## config.mk

```make
export PLATFORM = sky130hd
export DESIGN_NAME = servo_pulse_generator_core
export DESIGN_NICKNAME = d
export VERILOG_FILES = /design/src/hw/rtl/spg_pkg.sv /design/src/hw/rtl/spg_regs.sv /design/src/hw/rtl/spg_div.sv /design/src/hw/rtl/spg_dp.sv /design/src/hw/rtl/spg_ctrl.sv /design/src/hw/rtl/servo_pulse_generator_core.sv
export SDC_FILE = /design/constraint.sdc
export NUM_CORES = 2
export LEC_CHECK = 0
export BUFFER_PORTS_ARGS = -buffer_cell sky130_fd_sc_hd__buf_2
export CAP_MARGIN = 20
export CORE_AREA = 3 3 223 225
export CTS_BUF_LIST = sky130_fd_sc_hd__clkbuf_8
export CTS_CLUSTER_DIAMETER = 50
export DETAILED_ROUTE_END_ITERATION = 8
export DIE_AREA = 0 0 226 228
export MAX_ROUTING_LAYER = met4
export PLACE_DENSITY = 0.75
export SLEW_MARGIN = 20
export SYNTH_ARGS = -nofsm -noshare
export SYNTH_HDL_FRONTEND = slang
export SYNTH_SLANG_ARGS = --single-unit
```

## constraint.sdc

```tcl
create_clock -name clk -period 18.12 [get_ports clk]
set_input_delay 1.812 -clock clk [delete_from_list [all_inputs] [get_ports clk]]
set_output_delay 1.812 -clock clk [all_outputs]
set_load 0.01 [all_outputs]
```

## src/hw/rtl/spg_pkg.sv

```systemverilog
`default_nettype none

package spg_pkg;

  localparam int unsigned CNT_W  = 17;
  localparam int unsigned PW_W   = 16;
  localparam int unsigned DEG_W  = 8;
  localparam int unsigned MUL_AW = 17;
  localparam int unsigned MUL_BW = 9;
  localparam int unsigned PROD_W = 26;
  localparam int unsigned QUO_W  = 26;
  localparam int unsigned DSR_W  = 17;
  localparam int unsigned ADDR_W = 5;
  localparam int unsigned DATA_W = 32;

  localparam logic [2:0] CMD_WR_AUTO = 3'd0;
  localparam logic [2:0] CMD_WR_US   = 3'd1;
  localparam logic [2:0] CMD_TICK    = 3'd2;
  localparam logic [2:0] CMD_ENABLE  = 3'd3;
  localparam logic [2:0] CMD_DISABLE = 3'd4;

  localparam logic [2:0] REG_MIN_DEG  = 3'd0;
  localparam logic [2:0] REG_MAX_DEG  = 3'd1;
  localparam logic [2:0] REG_MIN_PUL  = 3'd2;
  localparam logic [2:0] REG_MAX_PUL  = 3'd3;
  localparam logic [2:0] REG_TICK_RES = 3'd4;
  localparam logic [2:0] REG_TICK_ADJ = 3'd5;
  localparam logic [2:0] REG_MAX_CYC  = 3'd6;
  localparam logic [2:0] REG_PERIOD   = 3'd7;

  localparam logic [15:0] DEG_CMD_MAX = 16'd180;
  localparam logic [15:0] US_AUTO_LO  = 16'd500;
  localparam logic [15:0] US_AUTO_HI  = 16'd2400;

  typedef struct packed {
    logic [7:0]  min_degree;
    logic [7:0]  max_degree;
    logic [15:0] min_pulse_us;
    logic [15:0] max_pulse_us;
    logic [7:0]  tick_res_us;
    logic [7:0]  tick_adjust_us;
    logic [7:0]  max_cycles;
    logic [15:0] period_us;
  } cfg_t;

  typedef enum logic [3:0] {
    OP_NONE,
    OP_LOAD,
    OP_DECODE,
    OP_MAP_MUL,
    OP_MAP_DIV,
    OP_MAP_FIX,
    OP_RND_DIV,
    OP_SCALE,
    OP_FLR_DIV,
    OP_BACK_MUL,
    OP_BACK_DIV,
    OP_BACK_FIX,
    OP_EMIT
  } dp_op_t;

  typedef struct packed {
    logic is_deg;
    logic is_micro;
    logic deg_eq;
    logic div_done;
    logic out_blocked;
  } dp_stat_t;

endpackage

`default_nettype wire

```

## src/hw/rtl/spg_regs.sv

```systemverilog
`default_nettype none

module spg_regs import spg_pkg::*; (
  input  logic              clk,
  input  logic              rst_n,
  input  logic              psel,
  input  logic              penable,
  input  logic              pwrite,
  input  logic [ADDR_W-1:0] paddr,
  input  logic [DATA_W-1:0] pwdata,
  output logic [DATA_W-1:0] prdata,
  output logic              pready,
  output cfg_t              cfg
);

  cfg_t       cfg_r, cfg_nxt;
  logic [2:0] idx;
  logic       wr_en;

  assign idx    = paddr[4:2];
  assign wr_en  = psel && penable && pwrite;
  assign pready = 1'b1;
  assign cfg    = cfg_r;

  always_comb begin
    cfg_nxt = cfg_r;
    if (wr_en) begin
      unique case (idx)
        REG_MIN_DEG:  cfg_nxt.min_degree     = pwdata[7:0];
        REG_MAX_DEG:  cfg_nxt.max_degree     = pwdata[7:0];
        REG_MIN_PUL:  cfg_nxt.min_pulse_us   = pwdata[15:0];
        REG_MAX_PUL:  cfg_nxt.max_pulse_us   = pwdata[15:0];
        REG_TICK_RES: cfg_nxt.tick_res_us    = pwdata[7:0];
        REG_TICK_ADJ: cfg_nxt.tick_adjust_us = pwdata[7:0];
        REG_MAX_CYC:  cfg_nxt.max_cycles     = pwdata[7:0];
        REG_PERIOD:   cfg_nxt.period_us      = pwdata[15:0];
        default:      cfg_nxt = cfg_r;
      endcase
    end
  end

  always_comb begin
    unique case (idx)
      REG_MIN_DEG:  prdata = DATA_W'(cfg_r.min_degree);
      REG_MAX_DEG:  prdata = DATA_W'(cfg_r.max_degree);
      REG_MIN_PUL:  prdata = DATA_W'(cfg_r.min_pulse_us);
      REG_MAX_PUL:  prdata = DATA_W'(cfg_r.max_pulse_us);
      REG_TICK_RES: prdata = DATA_W'(cfg_r.tick_res_us);
      REG_TICK_ADJ: prdata = DATA_W'(cfg_r.tick_adjust_us);
      REG_MAX_CYC:  prdata = DATA_W'(cfg_r.max_cycles);
      REG_PERIOD:   prdata = DATA_W'(cfg_r.period_us);
      default:      prdata = '0;
    endcase
  end

  always_ff @(posedge clk) begin
    if (!rst_n) begin
      cfg_r.min_degree     <= 8'd0;
      cfg_r.max_degree     <= 8'd180;
      cfg_r.min_pulse_us   <= 16'd500;
      cfg_r.max_pulse_us   <= 16'd2400;
      cfg_r.tick_res_us    <= 8'd50;
      cfg_r.tick_adjust_us <= 8'd0;
      cfg_r.max_cycles     <= 8'd0;
      cfg_r.period_us      <= 16'd20000;
    end else begin
      cfg_r <= cfg_nxt;
    end
  end

endmodule

`default_nettype wire

```

## src/hw/rtl/spg_div.sv

```systemverilog
`default_nettype none

module spg_div import spg_pkg::*; (
  input  logic             clk,
  input  logic             rst_n,
  input  logic             start,
  input  logic [QUO_W-1:0] dividend,
  input  logic [DSR_W-1:0] divisor,
  output logic [QUO_W-1:0] quotient,
  output logic             done
);

  localparam int unsigned STEP_W = $clog2(QUO_W);

  logic [QUO_W-1:0]  quo_r, quo_nxt;
  logic [DSR_W-1:0]  rem_r, rem_nxt;
  logic [DSR_W-1:0]  dsr_r, dsr_nxt;
  logic [STEP_W-1:0] step_r, step_nxt;
  logic              busy_r, busy_nxt;
  logic              done_r, done_nxt;
  logic [DSR_W:0]    trial;
  logic [DSR_W:0]    diff;

  assign quotient = quo_r;
  assign done     = done_r;
  assign trial    = {rem_r, quo_r[QUO_W-1]};
  assign diff     = trial - {1'b0, dsr_r};

  always_comb begin
    quo_nxt  = quo_r;
    rem_nxt  = rem_r;
    dsr_nxt  = dsr_r;
    step_nxt = step_r;
    busy_nxt = busy_r;
    done_nxt = 1'b0;
    if (start) begin
      quo_nxt  = dividend;
      rem_nxt  = '0;
      dsr_nxt  = divisor;
      step_nxt = '0;
      busy_nxt = 1'b1;
    end else if (busy_r) begin
      if (trial >= {1'b0, dsr_r}) begin
        rem_nxt = diff[DSR_W-1:0];
        quo_nxt = {quo_r[QUO_W-2:0], 1'b1};
      end else begin
        rem_nxt = trial[DSR_W-1:0];
        quo_nxt = {quo_r[QUO_W-2:0], 1'b0};
      end
      step_nxt = step_r + 1'b1;
      if (step_r == STEP_W'(QUO_W - 1)) begin
        busy_nxt = 1'b0;
        done_nxt = 1'b1;
      end
    end
  end

  always_ff @(posedge clk) begin
    quo_r  <= quo_nxt;
    rem_r  <= rem_nxt;
    dsr_r  <= dsr_nxt;
    step_r <= step_nxt;
    if (!rst_n) begin
      busy_r <= 1'b0;
      done_r <= 1'b0;
    end else begin
      busy_r <= busy_nxt;
      done_r <= done_nxt;
    end
  end

endmodule

`default_nettype wire

```

## src/hw/rtl/spg_dp.sv

```systemverilog
`default_nettype none

module spg_dp import spg_pkg::*; (
  input  logic            clk,
  input  logic            rst_n,
  input  cfg_t            cfg,
  input  dp_op_t          op,
  input  logic [2:0]      in_cmd,
  input  logic [15:0]     in_value,
  input  logic            out_stall,
  output dp_stat_t        stat,
  output logic            out_valid,
  output logic            out_pin_level,
  output logic            out_pin_driven,
  output logic [PW_W-1:0] out_pulse_width,
  output logic [DEG_W-1:0] out_position
);

  logic [2:0]               cmd_r, cmd_nxt;
  logic [15:0]              val_r, val_nxt;
  logic signed [PROD_W-1:0] prod_r, prod_nxt;
  logic                     neg_r, neg_nxt;
  logic [PW_W-1:0]          p_r, p_nxt;
  logic [PW_W-1:0]          pulse_len_r, pulse_len_nxt;
  logic [DEG_W-1:0]         degree_r, degree_nxt;
  logic [CNT_W-1:0]         tick_r, tick_nxt;
  logic [7:0]               period_cnt_r, period_cnt_nxt;
  logic                     done_r, done_nxt;
  logic                     off_r, off_nxt;
  logic                     latch_r, latch_nxt;
  logic                     ov_r, ov_nxt;
  logic                     o_level_r, o_level_nxt;
  logic                     o_driven_r, o_driven_nxt;
  logic [PW_W-1:0]          o_width_r, o_width_nxt;
  logic [DEG_W-1:0]         o_pos_r, o_pos_nxt;

  logic [7:0]               res_nz;
  logic signed [MUL_BW-1:0] deg_span;
  logic signed [MUL_BW-1:0] deg_off;
  logic signed [MUL_AW-1:0] pul_span;
  logic signed [MUL_AW-1:0] pul_off;
  logic [MUL_BW-1:0]        deg_span_neg;
  logic [MUL_AW-1:0]        pul_span_neg;
  logic [7:0]               deg_span_mag;
  logic [15:0]              pul_span_mag;
  logic signed [MUL_AW-1:0] mul_a;
  logic signed [MUL_BW-1:0] mul_b;
  logic signed [PROD_W-1:0] mul_p;
  logic [PROD_W-1:0]        prod_neg;
  logic [QUO_W-1:0]         prod_mag;
  logic                     div_start;
  logic [QUO_W-1:0]         div_dvd;
  logic [DSR_W-1:0]         div_dsr;
  logic [QUO_W-1:0]         quo;
  logic                     div_done;
  logic [24:0]              scale_p;
  logic [PW_W-1:0]          q16;
  logic [DEG_W-1:0]         q8;
  logic [CNT_W-1:0]         tick_inc;
  logic [7:0]               pc_inc;
  logic                     auto_deg;
  logic                     auto_us;

  assign res_nz       = (cfg.tick_res_us == 8'd0) ? 8'd1 : cfg.tick_res_us;
  assign deg_span     = $signed({1'b0, cfg.max_degree}) - $signed({1'b0, cfg.min_degree});
  assign deg_off      = $signed({1'b0, val_r[7:0]}) - $signed({1'b0, cfg.min_degree});
  assign pul_span     = $signed({1'b0, cfg.max_pulse_us}) - $signed({1'b0, cfg.min_pulse_us});
  assign pul_off      = $signed({1'b0, pulse_len_r}) - $signed({1'b0, cfg.min_pulse_us});
  assign deg_span_neg = -deg_span;
  assign pul_span_neg = -pul_span;
  assign deg_span_mag = deg_span[MUL_BW-1] ? deg_span_neg[7:0] : deg_span[7:0];
  assign pul_span_mag = pul_span[MUL_AW-1] ? pul_span_neg[15:0] : pul_span[15:0];

  assign mul_a = (op == OP_BACK_MUL) ? pul_off : pul_span;
  assign mul_b = (op == OP_BACK_MUL) ? deg_span : deg_off;
  assign mul_p = PROD_W'(mul_a) * PROD_W'(mul_b);

  assign prod_neg = -prod_r;
  assign prod_mag = prod_r[PROD_W-1] ? prod_neg : prod_r;

  assign scale_p  = quo[16:0] * res_nz;
  assign q16      = quo[15:0];
  assign q8       = quo[7:0];
  assign tick_inc = CNT_W'(cfg.tick_res_us) - CNT_W'(cfg.tick_adjust_us);
  assign pc_inc   = (period_cnt_r == 8'hFF) ? 8'hFF : period_cnt_r + 8'd1;

  assign auto_deg = (cmd_r == CMD_WR_AUTO) && (val_r <= DEG_CMD_MAX);
  assign auto_us  = (cmd_r == CMD_WR_AUTO) && (val_r >= US_AUTO_LO) && (val_r <= US_AUTO_HI);

  assign stat.is_deg      = auto_deg;
  assign stat.is_micro    = auto_us || (cmd_r == CMD_WR_US);
  assign stat.deg_eq      = (cfg.max_degree == cfg.min_degree);
  assign stat.div_done    = div_done;
  assign stat.out_blocked = ov_r && out_stall;

  always_comb begin
    div_start = 1'b0;
    div_dvd   = prod_mag;
    div_dsr   = DSR_W'(deg_span_mag);
    unique case (op)
      OP_MAP_DIV: begin
        div_start = 1'b1;
      end
      OP_RND_DIV: begin
        div_start = 1'b1;
        div_dvd   = QUO_W'({p_r, 1'b0}) + QUO_W'(res_nz);
        div_dsr   = DSR_W'({res_nz, 1'b0});
      end
      OP_FLR_DIV: begin
        div_start = 1'b1;
        div_dvd   = QUO_W'(val_r);
        div_dsr   = DSR_W'(res_nz);
      end
      OP_BACK_DIV: begin
        div_start = 1'b1;
        div_dsr   = DSR_W'(pul_span_mag);
      end
      default: div_start = 1'b0;
    endcase
  end

  spg_div u_div (
    .clk      (clk),
    .rst_n    (rst_n),
    .start    (div_start),
    .dividend (div_dvd),
    .divisor  (div_dsr),
    .quotient (quo),
    .done     (div_done)
  );

  always_comb begin
    cmd_nxt        = cmd_r;
    val_nxt        = val_r;
    prod_nxt       = prod_r;
    neg_nxt        = neg_r;
    p_nxt          = p_r;
    pulse_len_nxt  = pulse_len_r;
    degree_nxt     = degree_r;
    tick_nxt       = tick_r;
    period_cnt_nxt = period_cnt_r;
    done_nxt       = done_r;
    off_nxt        = off_r;
    latch_nxt      = latch_r;
    ov_nxt         = ov_r;
    o_level_nxt    = o_level_r;
    o_driven_nxt   = o_driven_r;
    o_width_nxt    = o_width_r;
    o_pos_nxt      = o_pos_r;

    if (ov_r && !out_stall) begin
      ov_nxt = 1'b0;
    end

    unique case (op)
      OP_NONE: begin
      end
      OP_LOAD: begin
        cmd_nxt = in_cmd;
        val_nxt = in_value;
      end
      OP_DECODE: begin
        unique case (cmd_r)
          CMD_WR_AUTO, CMD_WR_US: begin
            if (auto_deg && stat.deg_eq) begin
              p_nxt = cfg.min_pulse_us;
            end
          end
          CMD_TICK: begin
            if (!off_r) begin
              if (tick_r <= CNT_W'(pulse_len_r)) begin
                if (done_r) begin
                  latch_nxt = 1'b1;
                  done_nxt  = 1'b0;
                end
              end else if (!done_r) begin
                latch_nxt = 1'b0;
                done_nxt  = 1'b1;
              end
              if (tick_r >= CNT_W'(cfg.period_us)) begin
                if (cfg.max_cycles == 8'd0) begin
                  tick_nxt = '0;
                end else begin
                  period_cnt_nxt = pc_inc;
                  if (pc_inc < cfg.max_cycles) begin
                    tick_nxt = '0;
                  end
                end
              end else begin
                tick_nxt = tick_r + tick_inc;
              end
            end
          end
          CMD_ENABLE: off_nxt = 1'b0;
          CMD_DISABLE: begin
            off_nxt   = 1'b1;
            done_nxt  = 1'b1;
            latch_nxt = 1'b0;
          end
          default: off_nxt = off_r;
        endcase
      end
      OP_MAP_MUL, OP_BACK_MUL: begin
        prod_nxt = mul_p;
      end
      OP_MAP_DIV: begin
        neg_nxt = prod_r[PROD_W-1] ^ deg_span[MUL_BW-1];
      end
      OP_BACK_DIV: begin
        neg_nxt = prod_r[PROD_W-1] ^ pul_span[MUL_AW-1];
      end
      OP_MAP_FIX: begin
        p_nxt = (neg_r ? -q16 : q16) + cfg.min_pulse_us;
      end
      OP_RND_DIV, OP_FLR_DIV: begin
      end
      OP_SCALE: begin
        pulse_len_nxt = scale_p[PW_W-1:0];
        if (auto_deg) begin
          degree_nxt     = val_r[7:0];
          off_nxt        = 1'b0;
          tick_nxt       = '0;
          period_cnt_nxt = '0;
        end
      end
      OP_BACK_FIX: begin
        if (cfg.max_pulse_us == cfg.min_pulse_us) begin
          degree_nxt = cfg.min_degree;
        end else begin
          degree_nxt = (neg_r ? -q8 : q8) + cfg.min_degree;
        end
        off_nxt        = 1'b0;
        tick_nxt       = '0;
        period_cnt_nxt = '0;
      end
      OP_EMIT: begin
        ov_nxt       = 1'b1;
        o_level_nxt  = latch_r;
        o_driven_nxt = !off_r;
        o_width_nxt  = pulse_len_r;
        o_pos_nxt    = degree_r;
      end
      default: ov_nxt = ov_r;
    endcase
  end

  always_ff @(posedge clk) begin
    cmd_r      <= cmd_nxt;
    val_r      <= val_nxt;
    prod_r     <= prod_nxt;
    neg_r      <= neg_nxt;
    p_r        <= p_nxt;
    o_level_r  <= o_level_nxt;
    o_driven_r <= o_driven_nxt;
    o_width_r  <= o_width_nxt;
    o_pos_r    <= o_pos_nxt;
    if (!rst_n) begin
      pulse_len_r  <= '0;
      degree_r     <= '0;
      tick_r       <= '0;
      period_cnt_r <= '0;
      done_r       <= 1'b1;
      off_r        <= 1'b1;
      latch_r      <= 1'b0;
      ov_r         <= 1'b0;
    end else begin
      pulse_len_r  <= pulse_len_nxt;
      degree_r     <= degree_nxt;
      tick_r       <= tick_nxt;
      period_cnt_r <= period_cnt_nxt;
      done_r       <= done_nxt;
      off_r        <= off_nxt;
      latch_r      <= latch_nxt;
      ov_r         <= ov_nxt;
    end
  end

  assign out_valid       = ov_r;
  assign out_pin_level   = o_level_r;
  assign out_pin_driven  = o_driven_r;
  assign out_pulse_width = o_width_r;
  assign out_position    = o_pos_r;

endmodule

`default_nettype wire

```

## src/hw/rtl/spg_ctrl.sv

```systemverilog
`default_nettype none

module spg_ctrl import spg_pkg::*; (
  input  logic     clk,
  input  logic     rst_n,
  input  logic     in_valid,
  output logic     in_stall,
  input  dp_stat_t stat,
  output dp_op_t   op
);

  typedef enum logic [15:0] {
    S_IDLE      = 16'h0001,
    S_DECODE    = 16'h0002,
    S_MAP_MUL   = 16'h0004,
    S_MAP_GO    = 16'h0008,
    S_MAP_WAIT  = 16'h0010,
    S_MAP_FIX   = 16'h0020,
    S_RND_GO    = 16'h0040,
    S_RND_WAIT  = 16'h0080,
    S_SCALE     = 16'h0100,
    S_FLR_GO    = 16'h0200,
    S_FLR_WAIT  = 16'h0400,
    S_BACK_MUL  = 16'h0800,
    S_BACK_GO   = 16'h1000,
    S_BACK_WAIT = 16'h2000,
    S_BACK_FIX  = 16'h4000,
    S_EMIT      = 16'h8000
  } state_t;

  state_t state_r, state_nxt;
  logic   accept;

  assign in_stall = (state_r != S_IDLE) || stat.out_blocked;
  assign accept   = in_valid && !in_stall;

  always_comb begin
    state_nxt = state_r;
    op        = OP_NONE;
    unique case (state_r)
      S_IDLE: begin
        if (accept) begin
          op        = OP_LOAD;
          state_nxt = S_DECODE;
        end
      end
      S_DECODE: begin
        op = OP_DECODE;
        if (stat.is_deg) begin
          state_nxt = stat.deg_eq ? S_RND_GO : S_MAP_MUL;
        end else if (stat.is_micro) begin
          state_nxt = S_FLR_GO;
        end else begin
          state_nxt = S_EMIT;
        end
      end
      S_MAP_MUL: begin
        op        = OP_MAP_MUL;
        state_nxt = S_MAP_GO;
      end
      S_MAP_GO: begin
        op        = OP_MAP_DIV;
        state_nxt = S_MAP_WAIT;
      end
      S_MAP_WAIT: begin
        if (stat.div_done) begin
          state_nxt = S_MAP_FIX;
        end
      end
      S_MAP_FIX: begin
        op        = OP_MAP_FIX;
        state_nxt = S_RND_GO;
      end
      S_RND_GO: begin
        op        = OP_RND_DIV;
        state_nxt = S_RND_WAIT;
      end
      S_RND_WAIT: begin
        if (stat.div_done) begin
          state_nxt = S_SCALE;
        end
      end
      S_SCALE: begin
        op        = OP_SCALE;
        state_nxt = stat.is_deg ? S_EMIT : S_BACK_MUL;
      end
      S_FLR_GO: begin
        op        = OP_FLR_DIV;
        state_nxt = S_FLR_WAIT;
      end
      S_FLR_WAIT: begin
        if (stat.div_done) begin
          state_nxt = S_SCALE;
        end
      end
      S_BACK_MUL: begin
        op        = OP_BACK_MUL;
        state_nxt = S_BACK_GO;
      end
      S_BACK_GO: begin
        op        = OP_BACK_DIV;
        state_nxt = S_BACK_WAIT;
      end
      S_BACK_WAIT: begin
        if (stat.div_done) begin
          state_nxt = S_BACK_FIX;
        end
      end
      S_BACK_FIX: begin
        op        = OP_BACK_FIX;
        state_nxt = S_EMIT;
      end
      S_EMIT: begin
        op        = OP_EMIT;
        state_nxt = S_IDLE;
      end
      default: state_nxt = S_IDLE;
    endcase
  end

  always_ff @(posedge clk) begin
    if (!rst_n) begin
      state_r <= S_IDLE;
    end else begin
      state_r <= state_nxt;
    end
  end

endmodule

`default_nettype wire

```

## src/hw/rtl/servo_pulse_generator_core.sv

```systemverilog
// Channel   Handshake                        Beat contents
// in        in_valid / in_stall              in_cmd, in_value
// out       out_valid / out_stall            out_pin_level, out_pin_driven,
//                                            out_pulse_width, out_position
// cfg       psel, penable, pwrite, pready    paddr, pwdata, prdata
//
// Tick, enable, disable and ignored commands go from decode straight to emit.
// Degree writes run two passes through the shared 26-step divider (one when the
// degree bounds are equal); microsecond writes run two.
// Synchronous active-low reset restores register defaults; the channel
// starts disabled with the latch low.
// A held result in the output register stalls only the next accept.
`default_nettype none

module servo_pulse_generator_core import spg_pkg::*; (
  input  logic              clk,
  input  logic              rst_n,
  input  logic              in_valid,
  output logic              in_stall,
  input  logic [2:0]        in_cmd,
  input  logic [15:0]       in_value,
  output logic              out_valid,
  input  logic              out_stall,
  output logic              out_pin_level,
  output logic              out_pin_driven,
  output logic [15:0]       out_pulse_width,
  output logic [7:0]        out_position,
  input  logic              psel,
  input  logic              penable,
  input  logic              pwrite,
  input  logic [ADDR_W-1:0] paddr,
  input  logic [DATA_W-1:0] pwdata,
  output logic [DATA_W-1:0] prdata,
  output logic              pready
);

  cfg_t     cfg;
  dp_op_t   op;
  dp_stat_t stat;

  spg_regs u_regs (
    .clk     (clk),
    .rst_n   (rst_n),
    .psel    (psel),
    .penable (penable),
    .pwrite  (pwrite),
    .paddr   (paddr),
    .pwdata  (pwdata),
    .prdata  (prdata),
    .pready  (pready),
    .cfg     (cfg)
  );

  spg_ctrl u_ctrl (
    .clk      (clk),
    .rst_n    (rst_n),
    .in_valid (in_valid),
    .in_stall (in_stall),
    .stat     (stat),
    .op       (op)
  );

  spg_dp u_dp (
    .clk             (clk),
    .rst_n           (rst_n),
    .cfg             (cfg),
    .op              (op),
    .in_cmd          (in_cmd),
    .in_value        (in_value),
    .out_stall       (out_stall),
    .stat            (stat),
    .out_valid       (out_valid),
    .out_pin_level   (out_pin_level),
    .out_pin_driven  (out_pin_driven),
    .out_pulse_width (out_pulse_width),
    .out_position    (out_position)
  );

endmodule

`default_nettype wire
```

==> impl_results.html <==
<table>
<tr><th>Metric</th><th>Value</th></tr>
<tr><th colspan="2">GRT</th></tr>
<tr><td>Largest net degree at the start of global routing</td><td>100</td></tr>
<tr><td>Via count of the first global-routing pass</td><td>24265</td></tr>
<tr><td>Overall global routing resource usage</td><td>34.48%</td></tr>
<tr><td>Total congestion overflow</td><td>0</td></tr>
<tr><td>Global-route wire length before repair</td><td>135300 um</td></tr>
<tr><td>Number of antenna violations at the first check in global routing</td><td>4</td></tr>
<tr><th colspan="2">Synthesis</th></tr>
<tr><td>Post-synthesis cell count</td><td>3324</td></tr>
<tr><td>Dominant register cell in the synthesized netlist</td><td>sky130_fd_sc_hd__dfxtp_1</td></tr>
<tr><td>Count of state elements after synthesis</td><td>311</td></tr>
<tr><td>Post-Synthesis Mean Instance Area</td><td>8.631 um2</td></tr>
<tr><td>FFs w/ async S/R, synth</td><td>0%</td></tr>
<tr><td>Yosys warning total</td><td>0</td></tr>
<tr><td>Portion of the post-synthesis area used by sequential elements</td><td>26.24%</td></tr>
<tr><td>Synthesized area</td><td>28690 um2</td></tr>
<tr><td>Count of flip-flops with a built-in enable after synthesis</td><td>130</td></tr>
<tr><td>Distinct cell type count after synthesis</td><td>93</td></tr>
<tr><th colspan="2">Die</th></tr>
<tr><td>Chip width</td><td>226 um</td></tr>
<tr><td>Y dimension of the die</td><td>228 um</td></tr>
<tr><td>DIE AREA</td><td>51530 um2</td></tr>
<tr><td>Number of placement rows</td><td>80</td></tr>
<tr><td>Effective utilization at floorplan</td><td>60.09%</td></tr>
<tr><td>Number of top-level design ports</td><td>124</td></tr>
<tr><td>Area of the core</td><td>47750 um2</td></tr>
<tr><th colspan="2">Clock network</th></tr>
<tr><td>CTS H-tree depth</td><td>2</td></tr>
<tr><td>Clock latency on the worst-skew pair</td><td>650 ps</td></tr>
<tr><td>Number of buffers inserted to repair setup after CTS</td><td>0</td></tr>
<tr><td>Clock tree from TritonCTS</td><td>done</td></tr>
<tr><td>Number of buffers created by CTS</td><td>57</td></tr>
<tr><td>Total of cells resized after clock tree synthesis</td><td>0</td></tr>
<tr><td>Clock root buffer</td><td>sky130_fd_sc_hd__clkbuf_8</td></tr>
<tr><td>Buffer depth of the longest clock path</td><td>3</td></tr>
<tr><td>Clock-pin transition on the worst setup and hold timing paths</td><td>60 ps</td></tr>
<tr><td>CTS hold repair buffers</td><td>0</td></tr>
<tr><td>Clock sinks</td><td>311</td></tr>
<tr><th colspan="2">Placement</th></tr>
<tr><td>Placed wire-length estimate</td><td>67440 um</td></tr>
<tr><td>Count of input and output buffers</td><td>88</td></tr>
<tr><td>Setup slack at placement</td><td>9197 ps</td></tr>
<tr><td>Placer Congestion</td><td>1.031</td></tr>
<tr><th colspan="2">Detailed routing</th></tr>
<tr><td>Initial drt markers</td><td>2277</td></tr>
<tr><td>Wire per inst</td><td>21.36 um</td></tr>
<tr><td>Overall routed net length</td><td>85890 um</td></tr>
<tr><td>TritonRoute pass-1 iters</td><td>6</td></tr>
<tr><td>Via total after detailed routing</td><td>24612</td></tr>
<tr><td>Ratio of routed vias to standard cells</td><td>6.121</td></tr>
<tr><td>Routed Antenna Nets</td><td>0</td></tr>
<tr><td>Count of unresolved DRC violations after routing</td><td>0</td></tr>
<tr><th colspan="2">STA</th></tr>
<tr><td>Max-slew violation count</td><td>0</td></tr>
<tr><td>Hold violation total from the final report</td><td>0</td></tr>
<tr><td>Period utilization</td><td>50.54%</td></tr>
<tr><td>Shortest clock period the worst path allows after layout</td><td>9158 ps</td></tr>
<tr><td>Fin Clk Skew</td><td>17.59 ps</td></tr>
<tr><td>Unrepaired setup endpoints after global routing</td><td>no</td></tr>
<tr><td>Final setup violating endpoints</td><td>0</td></tr>
<tr><td>Tightest slew margin relative to the limit</td><td>16.51%</td></tr>
<tr><td>Final worst slack</td><td>8962 ps</td></tr>
<tr><td>Upper clock frequency limit</td><td>0.1092 GHz</td></tr>
<tr><td>Setup total negative slack</td><td>0 ps</td></tr>
<tr><td>Worst-Margin Slew</td><td>1241 ps</td></tr>
<tr><th colspan="2">Critical path</th></tr>
<tr><td>Startpoint kind of the worst setup timing path</td><td>flop</td></tr>
<tr><td>Cell mode on critical path</td><td>sky130_fd_sc_hd__fa_1</td></tr>
<tr><td>Crit-path max FO</td><td>14</td></tr>
<tr><td>Top Family by Delay on Critical Path</td><td>compound AO/OA/AOI/OAI gates</td></tr>
<tr><td>Arrival time worst endpoint</td><td>9530 ps</td></tr>
<tr><td>CP Capture Type</td><td>flop</td></tr>
<tr><td>Required time of the worst setup path</td><td>18490 ps</td></tr>
<tr><td>Sum of buffers and inverters on the critical path</td><td>3</td></tr>
<tr><td>Critical path type</td><td>flop to flop</td></tr>
<tr><td>Crit-path slowest cell</td><td>sky130_fd_sc_hd__o21ai_1</td></tr>
<tr><td>Critical Path, Cell by Cell</td><td>or4_1 &gt; nor2_1 &gt; nand2_1 &gt; or4b_1 &gt; o21ai_1 &gt; nand2_1 &gt; fa_1 &gt; inv_1 &gt; fa_1 &gt; fa_1 &gt; fa_1 &gt; inv_1 &gt; fa_1 &gt; inv_1 &gt; ha_1 &gt; nand2_1 &gt; o211ai_1 &gt; a2111oi_0 &gt; o311a_1 &gt; o21bai_1 &gt; a21oi_1 &gt; o21bai_1 &gt; a21oi_1 &gt; xnor2_1</td></tr>
<tr><td>Delay of the slowest cell on the worst path</td><td>990 ps</td></tr>
<tr><th colspan="2">Final layout</th></tr>
<tr><td>Area growth from synthesis to final layout</td><td>7.283%</td></tr>
<tr><td>Number of fill cells in the layout</td><td>4054</td></tr>
<tr><td>Net count of the finished layout</td><td>3859</td></tr>
<tr><td>Layout cell share with drive strength beyond 1</td><td>7.724%</td></tr>
<tr><th colspan="2">Power</th></tr>
<tr><td>Areal power density over the cells</td><td>95.12 nW/um2</td></tr>
<tr><td>Static Leak</td><td>13.30 nW</td></tr>
<tr><td>Worst vdd ir</td><td>0.1966 mV</td></tr>
<tr><td>Final Power</td><td>2.928 mW</td></tr>
<tr><th colspan="2">Job</th></tr>
<tr><td>Max-cap check violation count</td><td>0</td></tr>
<tr><th colspan="2">Outcome</th></tr>
<tr><td>Outcome</td><td>complete, no violations</td></tr>
<tr><th colspan="2">Worst hold path</th></tr>
<tr><td>Path category of the worst min-delay check</td><td>flop to flop</td></tr>
</table>
-- power by group --
group	total, mW	internal, mW	switching [mW]
Sequential	0.815	0.801	0.0139
Combinational	1.41	0.577	0.834
Clock	0.701	0.388	0.313
Total	2.93	1.77	1.16
-- cells in the final DEF (no fill, tap or decap), types with 40 or more instances in the layout --
| cell | netlist | layout |
|---|---|---|
| sky130_fd_sc_hd__nor2_1 | 339 | 338 |
| sky130_fd_sc_hd__and2_1 | 55 | 55 |
| sky130_fd_sc_hd__nand2b_1 | 40 | 40 |
| sky130_fd_sc_hd__o21ai_0 | 130 | 130 |
| sky130_fd_sc_hd__edfxtp_1 | 130 | 130 |
| sky130_fd_sc_hd__nand2_1 | 401 | 401 |
| sky130_fd_sc_hd__nand3_1 | 43 | 43 |
| sky130_fd_sc_hd__xor2_1 | 93 | 93 |
| sky130_fd_sc_hd__nor3_1 | 54 | 53 |
| sky130_fd_sc_hd__inv_1 | 300 | 311 |
| sky130_fd_sc_hd__mux2i_1 | 76 | 75 |
| sky130_fd_sc_hd__buf_2 | 13 | 89 |
| sky130_fd_sc_hd__a21oi_1 | 232 | 232 |
| sky130_fd_sc_hd__dfxtp_1 | 181 | 181 |
| sky130_fd_sc_hd__ha_1 | 240 | 240 |
| sky130_fd_sc_hd__fa_1 | 197 | 197 |
| sky130_fd_sc_hd__clkbuf_8 | 0 | 62 |
| sky130_fd_sc_hd__xnor2_1 | 114 | 114 |
| sky130_fd_sc_hd__a21o_1 | 43 | 43 |
-- cell usage after synthesis (all sizes together), types with 6 or more instances --
cell type | n | area (um2)
a211oi | 30 | 230.2
a21o | 43 | 322.8
a21oi | 234 | 1186
a221oi | 18 | 157.7
a22oi | 26 | 195.2
a31o | 6 | 52.55
a31oi | 20 | 140.1
and2 | 55 | 344.1
and3 | 23 | 143.9
buf | 39 | 249.0
clkbuf | 128 | 480.5
dfxtp | 181 | 3623
edfxtp | 130 | 3904
fa | 197 | 3944
ha | 240 | 3003
inv | 301 | 1130
mux2i | 76 | 760.7
nand2 | 401 | 1505
nand2b | 40 | 250.2
nand3 | 43 | 215.2
nand3b | 7 | 52.55
nand4 | 25 | 156.4
nand4b | 6 | 52.55
nor2 | 339 | 1272
nor2b | 34 | 220.2
nor3 | 55 | 286.5
nor4 | 14 | 87.58
o211ai | 27 | 202.7
o21a | 32 | 240.2
o21ai | 148 | 748.2
o21bai | 11 | 82.58
o22ai | 10 | 62.56
o31ai | 19 | 156.4
o41ai | 7 | 68.82
or2 | 17 | 106.4
or3 | 24 | 150.1
or4 | 9 | 71.32
xnor2 | 115 | 1026
xor2 | 93 | 814.5
-- registers in the layout, indices dropped and copies added, names as in the netlist, 17 cells and up --
signal	cells
u_dp.u_div.rem_r	17
u_dp.prod_r	26
u_dp.tick_r	17
u_dp.u_div.quotient	26
u_regs.cfg	88
-- final cells by class --
type	instances	area, um2	area share [%]
Tap cell	615	769.5	2.500
Timing Repair Buffer	128	758.2	2.463
Clock buffer	62	853.3	2.772
Sequential cell	311	7527	24.46
Antenna cell	1	2.502	0.008130
Clock inverter	43	326.6	1.061
Multi-Input combinational cell	2560	19410	63.07
Inverter	301	1131	3.675
-- through the flow --
step,util [%],std cells,instance area [um2],hold WS (ps)
2_1_floorplan,-,3339,28750,408.0
3_3_place_gp,61.90,3913,29550,443.7
3_5_place_dp,61.90,3913,29550,451.8
4_1_cts,64.37,4018,30730,460.3
5_1_grt,64.47,4021,30780,475.2
6_report,64.47,4021,30780,461.4
-- logic make-up after synthesis --
group	after synthesis	share of synthesized area (%)
buf+inv	468	6.481
flops	311	26.24
other cells	2	0.02618
compound gates	694	15.43
mux	84	3.123
xor+xnor	208	6.415
simple gates	1120	18.08
fa+ha+maj	437	24.21
-- tightest hold or removal path, stage by stage, from the launching register on --
cell and delay [ps]:
sky130_fd_sc_hd__dfxtp_1 310, sky130_fd_sc_hd__nand2_1 50, sky130_fd_sc_hd__a21oi_1 50
-- metal layers --
layer | global-route usage, % | vias to the layer above | wire length (um)
met3 | 5.091 | 229 | 6993
met2 | 53.49 | 989 | 39320
met4 | 15.27 | 0 | 4524
met1 | 44.94 | 11943 | 35060
li1 | - | 11451 | -
met5 | - | - | 0
-- final timing paths --
check	startpoint	endpoint	slack (ps)	depth (start not counted)
worst max-delay path	u_ctrl.state_r[0]	u_dp.prod_r[25]	8960	24
worst min-delay path	u_regs.cfg[8]	u_regs.cfg[8]	460	2
worst max register to register	u_ctrl.state_r[0]	u_dp.prod_r[25]	8960	24
worst min register to register	u_regs.cfg[8]	u_regs.cfg[8]	460	2
No activity file was read; power rests on OpenSTA's default activity.
